`src/sv/kssp_pkg.sv`:
```
package kssp_pkg;

   localparam int SCRIPT_DEPTH = 4096;
   localparam int SCRIPT_AW    = $clog2(SCRIPT_DEPTH);
   localparam int IDX_W        = $clog2(SCRIPT_DEPTH + 1);

   // Sequencer phases.
   localparam logic [3:0] PH_IDLE         = 4'd0;
   localparam logic [3:0] PH_START        = 4'd1;
   localparam logic [3:0] PH_FETCH        = 4'd2;
   localparam logic [3:0] PH_KEY_DOWN     = 4'd3;
   localparam logic [3:0] PH_KEY_UP       = 4'd4;
   localparam logic [3:0] PH_MOD_DOWN     = 4'd5;
   localparam logic [3:0] PH_MOD_KEY_DOWN = 4'd6;
   localparam logic [3:0] PH_MOD_KEY_UP   = 4'd7;
   localparam logic [3:0] PH_MOD_UP       = 4'd8;
   localparam logic [3:0] PH_WAIT         = 4'd9;

   // Event codes on the result channel.
   localparam logic [2:0] EV_NONE     = 3'd0;
   localparam logic [2:0] EV_KEY_DOWN = 3'd1;
   localparam logic [2:0] EV_KEY_UP   = 3'd2;
   localparam logic [2:0] EV_MOD_DOWN = 3'd3;
   localparam logic [2:0] EV_MOD_UP   = 3'd4;

   localparam logic OP_TICK  = 1'b0;
   localparam logic OP_WRITE = 1'b1;

   localparam logic CSR_TICK_DIVIDE = 1'b0;
   localparam logic CSR_DEBOUNCE    = 1'b1;

   localparam logic [7:0] TICK_DIVIDE_RESET = 8'd2;
   localparam logic [9:0] DEBOUNCE_RESET    = 10'd100;
   localparam logic [7:0] TOKEN_END         = 8'hFE;
   localparam logic [7:0] TOKEN_WAIT        = 8'h00;

   typedef struct packed {
      logic        op;
      logic        kbd_enabled;
      logic        button_pressed;
      logic [11:0] script_addr;
      logic [15:0] script_word;
   } req_payload_type;

   typedef struct packed {
      logic [2:0] event_res;
      logic [7:0] key_code;
      logic [7:0] modifier;
      logic       activity_led;
      logic       running;
   } rsp_payload_type;

   typedef struct packed {
      logic [7:0] tick_divide;
      logic [9:0] debounce_periods;
   } cfg_type;

   typedef struct packed {
      logic [7:0]       tick_count;
      logic [3:0]       phase;
      logic [7:0]       wait_count;
      logic [9:0]       debounce_count;
      logic [15:0]      current_token;
      logic [IDX_W-1:0] script_index;
      logic             led_state;
   } seq_state_type;

endpackage

```
`src/sv/kssp_step.sv`:
```
module kssp_step (
   input  kssp_pkg::seq_state_type   state,
   input  kssp_pkg::cfg_type         cfg,
   input  kssp_pkg::req_payload_type item,
   input  logic [15:0]               rd_data,
   output kssp_pkg::seq_state_type   state_next,
   output kssp_pkg::rsp_payload_type result
);

   always_comb begin : step_logic
      logic [7:0]                 tick_inc;
      logic [7:0]                 lo;
      logic [7:0]                 hi;
      logic [7:0]                 new_lo;
      logic [7:0]                 new_hi;
      logic [kssp_pkg::IDX_W-1:0] idx_inc;

      state_next = state;
      result     = '0;
      tick_inc   = state.tick_count + 8'd1;
      lo         = state.current_token[7:0];
      hi         = state.current_token[15:8];
      new_lo     = rd_data[7:0];
      new_hi     = rd_data[15:8];
      idx_inc    = state.script_index + kssp_pkg::IDX_W'(1);

      if (item.op == kssp_pkg::OP_TICK && item.kbd_enabled) begin
         if (tick_inc >= cfg.tick_divide) begin
            state_next.tick_count = '0;
            if (state.debounce_count != '0) begin
               state_next.debounce_count = state.debounce_count - 10'd1;
            end

            case (state.phase)
               kssp_pkg::PH_IDLE: begin
                  state_next.led_state = 1'b0;
                  // The button restarts only once the debounce window has run out.
                  if (item.button_pressed && state_next.debounce_count == '0) begin
                     state_next.phase          = kssp_pkg::PH_START;
                     state_next.script_index   = '0;
                     state_next.debounce_count = cfg.debounce_periods;
                  end
               end
               kssp_pkg::PH_START: begin
                  state_next.phase = kssp_pkg::PH_FETCH;
               end
               kssp_pkg::PH_FETCH: begin
                  if (state.script_index >= kssp_pkg::IDX_W'(kssp_pkg::SCRIPT_DEPTH)) begin
                     state_next.phase = kssp_pkg::PH_IDLE;
                  end else begin
                     state_next.current_token = rd_data;
                     state_next.script_index  = idx_inc;
                     state_next.led_state     = ~idx_inc[0];
                     if (new_lo == kssp_pkg::TOKEN_END) begin
                        state_next.phase          = kssp_pkg::PH_IDLE;
                        state_next.debounce_count = '0;
                     end else if (new_lo == kssp_pkg::TOKEN_WAIT) begin
                        state_next.wait_count = new_hi;
                        state_next.phase      = kssp_pkg::PH_WAIT;
                     end else if (new_hi == 8'h00) begin
                        state_next.phase = kssp_pkg::PH_KEY_DOWN;
                     end else begin
                        state_next.phase = kssp_pkg::PH_MOD_DOWN;
                     end
                  end
               end
               kssp_pkg::PH_KEY_DOWN: begin
                  result.event_res = kssp_pkg::EV_KEY_DOWN;
                  result.key_code  = lo;
                  state_next.phase = kssp_pkg::PH_KEY_UP;
               end
               kssp_pkg::PH_KEY_UP: begin
                  result.event_res = kssp_pkg::EV_KEY_UP;
                  result.key_code  = lo;
                  state_next.phase = kssp_pkg::PH_FETCH;
               end
               kssp_pkg::PH_MOD_DOWN: begin
                  result.event_res = kssp_pkg::EV_MOD_DOWN;
                  result.modifier  = hi;
                  state_next.phase = kssp_pkg::PH_MOD_KEY_DOWN;
               end
               kssp_pkg::PH_MOD_KEY_DOWN: begin
                  result.event_res = kssp_pkg::EV_KEY_DOWN;
                  result.key_code  = lo;
                  state_next.phase = kssp_pkg::PH_MOD_KEY_UP;
               end
               kssp_pkg::PH_MOD_KEY_UP: begin
                  result.event_res = kssp_pkg::EV_KEY_UP;
                  result.key_code  = lo;
                  state_next.phase = kssp_pkg::PH_MOD_UP;
               end
               kssp_pkg::PH_MOD_UP: begin
                  result.event_res = kssp_pkg::EV_MOD_UP;
                  result.modifier  = hi;
                  state_next.phase = kssp_pkg::PH_FETCH;
               end
               kssp_pkg::PH_WAIT: begin
                  // A wait of zero wraps to 255 here, which gives 256 steps.
                  state_next.wait_count = state.wait_count - 8'd1;
                  if (state_next.wait_count == 8'd0) begin
                     state_next.phase = kssp_pkg::PH_FETCH;
                  end
               end
               default: begin
                  state_next.phase = kssp_pkg::PH_IDLE;
               end
            endcase
         end else begin
            state_next.tick_count = tick_inc;
         end
      end

      result.activity_led = state_next.led_state;
      result.running      = (state_next.phase != kssp_pkg::PH_IDLE);
   end

endmodule
```
`config.mk`:
```
export PLATFORM = sky130hd
export DESIGN_NAME = kssp_step
export DESIGN_NICKNAME = d
export VERILOG_FILES = /design/src/sv/kssp_pkg.sv /design/src/sv/kssp_step.sv
export SDC_FILE = /design/constraint.sdc
export NUM_CORES = 1
export LEC_CHECK = 0
export BUFFER_PORTS_ARGS = -buffer_cell sky130_fd_sc_hd__buf_2
export CORE_MARGIN = 10
export CORE_UTILIZATION = 45
export DETAILED_ROUTE_END_ITERATION = 16
export PLACE_DENSITY = 0.89
export SLEW_MARGIN = 20
export SYNTH_ARGS = -nofsm -noshare
export SYNTH_HDL_FRONTEND = slang
export SYNTH_SLANG_ARGS = --single-unit
```
`constraint.sdc`:
```
create_clock -name vclk -period 9.2
set_input_delay 0.92 -clock vclk [all_inputs]
set_output_delay 0.92 -clock vclk [all_outputs]
set_load 0.05 [all_outputs]
```
Yosys cells after proc, flatten, opt, wreduce, memory -nomap -nowiden
Cells that the tools add are included.
{"block": "totals", "ff_bits": 0, "in_bits": 125, "elab_cells": 60}
{"block": "op_classes", "n_addsub": 4, "magnitude_cmp": 2, "n_eq_ne": 10, "mux": 28, "n_bitwise": 2, "n_reduce_logical": 14}
{"op": "$mux W60", "count": 1}
{"op": "$mux W52", "count": 1}
{"op": "$mux W10", "count": 5}
{"op": "$mux W48", "count": 1}
{"op": "$mux W8", "count": 5}
{"op": "$mux W19", "count": 2}
{"op": "$pmux W4 S8", "count": 1}
{"op": "$pmux W14 S2", "count": 1}
{"op": "$logic_not A8 Y1", "count": 3}
{"op": "$mux W4", "count": 5}
{"op": "$pmux W10 S2", "count": 1}
{"op": "$eq A4 B3 Y1 const B", "count": 4}
{"op": "$mux W16", "count": 1}
{"op": "$pmux W8 S2", "count": 1}
{"op": "$add A13 B1 Y13 const B", "count": 1}
{"op": "$ge A13 B13 Y1 const B", "count": 1}
{"op": "$mux W13", "count": 1}
{"op": "$pmux W3 S4", "count": 1}
{"op": "$logic_not A10 Y1", "count": 1}
{"op": "$reduce_bool A10 Y1", "count": 1}
{"op": "$sub A10 B1 Y10 const B", "count": 1}
{"op": "$add A8 B1 Y8 const B", "count": 1}
{"op": "$eq A4 B2 Y1 const B", "count": 2}
{"op": "$eq A4 B4 Y1 const B", "count": 2}
{"op": "12 further kinds", "count": 16}

Longest topological paths before layout
Gate-level depths: netlist of run 1.
{"block": "depth", "depth_word": 11, "mapped_depth": 13, "mapped_depth_nobuf": 11}

Worst setup path after synthesis of run 1
OpenSTA, ideal clock, no wires.
{"block": "synth_path", "path_type": "input port to output port", "from": "in state[53] (netlist name)", "to": "out result[18] (netlist name)", "arrival_ps": 5245, "required_time_ps": 8280, "slack_ps": 3035, "cell_stages": 11, "n_path_buf": 2, "path_cell_list": "and3_1 nand3_1 or2_2 xnor2_1 ha_1 nand2_1 or3_1 and2_1 clkbuf_1 buf_1 a2111oi_0"}
{"element": "start: declaration", "line_no": "kssp_step.sv:2", "text": "input kssp_pkg::seq_state_type state,"}
{"element": "end: declaration", "line_no": "kssp_step.sv:7", "text": "output kssp_pkg::rsp_payload_type result"}

==> results of run 1 <==
-- area by class of cell --
class,instances,area (um2)
well taps,72,90.1
multi-input cells,361,2330
fillers,535,2080
repair buffers,180,906
inverters,17,63.8
-- layout by cell type (no fill, tap or decap), types with 3 or more instances in the layout --
cell        n
a211o_1     3
a211oi_1    4
a21o_1      3
a21oi_1    24
a221oi_1    3
a22o_1      9
a22oi_1     4
a31oi_1     3
and2_1     17
buf_2     178
ha_1       14
inv_1      17
mux2_2     19
mux2i_1     3
nand2_1    54
nand2b_1    3
nand3_1     9
nand4_1     4
nand4b_1    3
nor2_1     29
nor2b_1     4
nor3_1     21
nor3b_1     5
nor4_1      9
o211ai_1    3
o21ai_0    43
o22ai_1     3
o31ai_1     6
or2_2       4
or3_1       7
or4_1       3
xnor2_1     7
xor2_1      4
-- power by group through the flow --
stage          clock, uW  sequential (uW)  combinational (uW)
3_5_place_dp           0                0                 197
4_1_cts                0                0                 197
2_1_floorplan          0                0                 136
3_3_place_gp           0                0                 191
5_1_grt                0                0                 212
6_report               0                0                 198
-- metal layers --
metal  up-vias  wire length [um]  global-route usage, %  share of wire (%)
li1       1812                 -                      -                  -
met1      1727              4020                   24.8                 37
met2       227              5530                   40.2                 51
met3        18              1210                   5.18                 11
met4         0               162                   3.74                1.5
met5         -                 0                      0                  0
-- kinds of logic after synthesis --
family                   after synthesis  share of synthesized area, %
AO/OA/AOI/OAI                        122                          30.7
buffers and inverters                 43                          8.54
adder cells (fa/ha/maj)               14                          6.91
multiplexers                          22                          9.63
XOR/XNOR                              11                          3.80
AND/OR/NAND/NOR                      192                          40.4
-- through the flow --
step | instances | power [uW] | cell area, um2
final | 630 | 198 | 3390
after global routing | 630 | 212 | 3390
after detailed placement | 630 | 197 | 3380
after floorplan | 404 | 136 | 2530
after global placement | 630 | 191 | 3380
after CTS | 630 | 197 | 3380
-- worst min path at each step --
stage / from / endpoint / slack, ps / cells past startpoint
after floorplan: state[14] / result[10] / 2120 / 1
after global placement: cfg[8] / state_next[38] / 2240 / 4
after detailed placement: cfg[8] / state_next[38] / 2240 / 4
after CTS: cfg[8] / state_next[38] / 2240 / 4
after global routing: cfg[8] / state_next[38] / 2260 / 4
final: cfg[8] / state_next[38] / 2240 / 4
==> key figures, run 1 <==
Outcome
  – Status: completed

Critical path
  – CP required: a little over 8000 ps
  – Critical-path cell list: buf_2, and3_1, nand3_1, or2_2, xnor2_1, ha_1, nand2_1, or3_1, nand2_1, nand2_1, or4_1, a211o_1, buf_2
  – Number of cells on the critical path: 13
  – Critical-path top delay cell: nand2_1
  – Critical path endpoint category: primary output
  – Critical Path Start Type: primary input
  – CP max stage delay: roughly 570 ps
  – Worst-path fanout max: 23
  – Critical path class: in2out
  – Crit path to: result[0]
  – WP buf/inv: 2
  – CP arrival: roughly 4400 ps
  – Top delay family on crit path: simple AND/OR/NAND/NOR gates
  – Crit path top cell by count: nand2_1
  – CP Launch Point: state[52]

Power and ir drop
  – Net Sw Frac: 70.3%
  – Net Switching: ~140 uW
  – Clk network pwr share: 0%
  – Worst ir drop on vdd: about 0.000033 V
  – Flop pwr share: 0%
  – Internal Power: just under 60 uW
  – Leakage: about 0.0016 uW
  – Combinational share of power: 100.0%
  – Pwr Density: around 58 nW/um2

Layout
  – Ant. Diodes: 0
  – Share of cells above drive strength 1: between 30 and 40%
  – Util after Layout: approximately 62%
  – P&R area growth vs syn: 33.7%
  – Clk_buf instances: 0
  – Seq Cell Count: 0
  – Register area: 0 um2
  – Final-stage net count: 699

Detailed routing
  – Drt via density: around 6
  – DR pass1 iterations: 5
  – Drt total wl: around 11 mm
  – Mean routed wirelength per cell: about 17 um
  – DRC: 0
  – DRT iter0 DRCs: approximately 260
  – Post-DRT Antenna Nets: 0
  – Via count: 3784

Timing
  – Slew HR: 30.0%
  – Period utilization: between 50% and 60%
  – Slew Viols, Final: 0
  – Worst-Margin Slew: about 1000 ps
  – Min Hold Slack: between 2000 and 2500 ps
  – Final Hold Vio Count: 0
  – Setup TNS: 0 ps
  – Fmax achieved: 189 MHz
  – Worst setup margin: about 3900 ps
  – # setup viols final: 0
  – Final min period: ~5300 ps
  – RSZ-0062 raised after global routing: no

Placed design
  – # port buffers: roughly 180
  – DP Worst Slack: 3820 ps
  – HPWL after DPL: 9.12 mm
  – Gpl congestion: ~0.9

Global route
  – Largest net degree at the start of global routing: 38
  – Vias in the first global route: about 3700
  – GRT Total Usage: between 20% and 30%
  – First-pass GRT wire length: 16.9 mm
  – Initial antenna violation count: 0
  – Grt ovf: 0

Synthesis
  – Yosys top cell by area: o21ai_0
  – Top cells by area, synth: o21ai_0 8.5%, mux2_2 8.4%, nand2_1 8.0%, ha_1 6.9%, a21oi_1 4.7%
  – Most frequent cell after synthesis: nand2_1
  – Synth cell types: 64
  – Commonest cells post-synth: 54 x nand2_1, 43 x o21ai_0, 29 x nor2_1
  – Net Count, Synth: approximately 540
  – Yosys top cell area share: 8.49%
  – Post-Syn Area per Cell: 6.27 um2
  – Sequential share of the synthesized area: 0%
  – Cell count after synthesis: around 400
  – Synth warnings: 0
  – Synthesized area: between 2000 and 3000 um2

Clock network
  – PostCTS Resize Cnt: 0
  – Post-CTS Setup Inserts: 0
  – Hold_buf cts: 0

Die
  – Die W: 95.0 um
  – Cell Rows: 27
  – Core Region: ~5500 um2
  – Starting density of the core: around 46%
  – Die Ht: ~95 um
  – Die area: between 9000 and 10000 um2
  – IO Pins: roughly 210

Worst hold path
  – HP Class: in2out

Job
  – Max cap viols: 0
(Power assumes the default switching activity.)
==> run 2, diff against run 1 <==
- ABC_AREA: default -> 1
- CORE_UTILIZATION: 45 -> 44
- PLACE_DENSITY: 0.89 -> 0.84
- clock period: 9.2 -> 5.54 ns (I/O delays scaled with it)
==> key figures, run 2 <==
Timing
  – Slew HR: 42.9% (was 30.0%)
  – # setup viols final: 0 (unchanged)
  – Final min period: about 4100 ps
  – Worst-Margin Slew: 853 ps (was 1040 ps)
  – Setup TNS: 0 ps (unchanged)
  – Fmax achieved: 243 MHz
  – Final Hold Vio Count: 0 (unchanged)
  – Slew Viols, Final: 0 (unchanged)
  – Period utilization: roughly three quarters
  – RSZ-0062 raised after global routing: no (unchanged)

Detailed routing
  – Met3 Wirelength: 1.16 mm (was 1.21 mm)
  – M1 WL: 4.84 mm (was 4.02 mm)
  – DRC: 0 (unchanged)
  – Mean routed wirelength per cell: 14.4 um (was 17.3 um)
  – Post-DRT Antenna Nets: 0 (unchanged)
  – Met2 Routed Length: 5.88 mm (was 5.53 mm)
  – Drt via density: 5.34 (was 6.01)
  – DR pass1 iterations: 5 (unchanged)
  – Drt total wl: 12.1 mm (was 10.9 mm)
  – Via count: 4501 (was 3784)
  – DRT iter0 DRCs: 319 (was 259)
  – Max Used Layer: met4 (unchanged)

Synthesis
  – Synth cell types: 40 (was 64)
  – Commonest cells post-synth: 181 x nand2_1, 101 x inv_1, 80 x nor2_1 (was 54 x nand2_1, 43 x o21ai_0, 29 x nor2_1)
  – Yosys top cell area share: 23.8% (was 8.49%)
  – Sequential share of the synthesized area: 0% (unchanged)
  – Most frequent cell after synthesis: nand2_1 (unchanged)
  – Post-Syn Area per Cell: 4.74 um2 (was 6.27 um2)
  – Top cells by area, synth: nand2_1 24%, inv_1 13%, nor2_1 11%, o21ai_0 10%, a21oi_1 7.0% (was o21ai_0 8.5%, mux2_2 8.4%, nand2_1 8.0%, ha_1 6.9%, a21oi_1 4.7%)
  – Cell count after synthesis: 603 (was 404)
  – Yosys top cell by area: nand2_1 (was o21ai_0)
  – Synthesized area: 2860 um2 (was 2530 um2)
  – Synth warnings: 0 (unchanged)
  – Net Count, Synth: 742 (was 543)

Power and ir drop
  – Combinational share of power: 100.0% (about the same)
  – Leakage: 0.00221 uW (was 0.00163 uW)
  – Worst ir drop on vdd: 0.0000971 V (was 0.0000332 V)
  – Pwr Density: 93.7 nW/um2 (was 58.4 nW/um2)
  – Flop pwr share: 0% (about the same)
  – Net Sw Frac: 73.0% (was 70.3%)
  – Internal Power: 95.3 uW (was 58.8 uW)
  – Net Switching: 257 uW (was 139 uW)
  – Clk network pwr share: 0% (about the same)

Global route
  – First-pass GRT wire length: 19.8 mm (was 16.9 mm)
  – Initial antenna violation count: 0 (unchanged)
  – GRT Total Usage: 22.3% (was 21.7%)
  – Vias in the first global route: 4432 (was 3652)
  – Grt ovf: 0 (unchanged)
  – Largest net degree at the start of global routing: 36 (was 38)

Layout
  – Post-Layout Cell Count: 843 (was 630)
  – P&R area growth vs syn: 31.7% (was 33.7%)
  – Most frequent cells in the layout: 181 x nand2_1, 178 x buf_2, 101 x inv_1 (was 178 x buf_2, 54 x nand2_1, 43 x o21ai_0)
  – Register area: 0 um2 (unchanged)
  – Seq Cell Count: 0 (unchanged)
  – Share of cells above drive strength 1: 26.1% (was 38.9%)
  – Final-stage net count: 907 (was 699)
  – Commonest non-fill, non-tap cell in the layout: nand2_1 (was buf_2)
  – Clk_buf instances: 0 (unchanged)
  – Ant. Diodes: 0 (unchanged)
  – FILL cells: 666 (was 535)

Critical path
  – CP required: 4990 ps (was 8280 ps)
  – Critical Path Start Type: primary input (unchanged)
  – Critical path class: in2out (unchanged)
  – Worst-path fanout max: 8 (was 23)
  – Critical-path cell list: buf_2, ha_1, nand2_1, nor3_1, xor2_1, inv_1, ha_1, nand2_1, nor2_1, nand4_1, nand3_1, nand2_2, nor2_1, inv_1, a21oi_1, o21ai_0, buf_2 (was buf_2, and3_1, nand3_1, or2_2, xnor2_1, ha_1, nand2_1, or3_1, nand2_1, nand2_1, or4_1, a211o_1, buf_2)
  – CP arrival: 3570 ps (was 4380 ps)
  – Critical path endpoint category: primary output (unchanged)
  – Critical-path top delay cell: a21oi_1 (was nand2_1)
  – CP max stage delay: 390 ps (was 570 ps)

Clock network
  – Post-CTS Setup Inserts: 0 (unchanged)
  – PostCTS Resize Cnt: 0 (unchanged)
  – Hold_buf cts: 0 (unchanged)

Placed design
  – HPWL after DPL: 10.3 mm (was 9.12 mm)
  – Inst Count DP: 843 (was 630)
  – # port buffers: 178 (unchanged)
  – Gpl congestion: 0.962 (was 0.878)

Die
  – Die Ht: 101 um (was 95.0 um)
  – Starting density of the core: 45.2% (was 46.3%)
  – Cell Rows: 29 (was 27)
  – Core Region: 6310 um2 (was 5470 um2)
  – Die area: 10100 um2 (was 9030 um2)
  – IO Pins: 206 (unchanged)
  – Die W: 101 um (was 95.0 um)

Job
  – Max cap viols: 0 (unchanged)

Worst hold path
  – HP Class: in2out (unchanged)

Outcome
  – Status: completed (unchanged)
-- run 2: cell families after synthesis --
logic type / Yosys count / share of synthesized area, %
AOI/OAI and AO/OA: 121 / 23.2
xor gates and xnor gates: 9 / 2.76
and+or+nand+nor: 340 / 51.1
buffers and inverters: 119 / 16.8
adders and majority gates: 14 / 6.14
-- run 2: stage by stage --
step	total power [uW]	util (%)	hold slack (ps)	cell area, um2	setup WS [ps]
2_1_floorplan	243	-	1340	2860	1210
3_3_place_gp	344	59.6	1490	3760	1480
3_5_place_dp	350	59.6	1500	3760	1400
4_1_cts	351	59.6	1500	3760	1400
5_1_grt	384	59.6	1520	3760	1020
6_report	352	59.6	1500	3760	1420
-- run 2: power groups by stage --
stage / clock network, uW / logic [uW] / registers, uW
global placement: 0 / 344 / 0
finish: 0 / 352 / 0
CTS: 0 / 351 / 0
global route: 0 / 384 / 0
floorplan: 0 / 243 / 0
detailed placement: 0 / 350 / 0
-- run 2: worst paths after layout --
path | slack (ps) | cells after the start | start | end
max | 1420 | 17 | state[52] | state_next[4]
min | 1500 | 4 | state[17] | result[13]
-- run 2: critical path: cells and delay by family --
family | cells | cell delay (ps)
simple gates | 8 | 1200
buf+inv | 4 | 650
compound gates | 2 | 530
fa+ha+maj | 2 | 450
xor+xnor | 1 | 170
-- run 2: cell type report --
type                       instances  area [um2]  share of cell area [%]
inverter                         102         383                    10.2
timing repair buffer             180         906                    24.1
tap                               77        96.3                    2.56
multi-input combinational        484        2370                    63.2
-- run 2: routing by layer --
metal / vias to the layer above / global-route usage [%]
met3: 23 / 6.24
met2: 213 / 40.1
li1: 2267 / -
met5: - / 0
met1: 1998 / 25.3
met4: 0 / 4.89
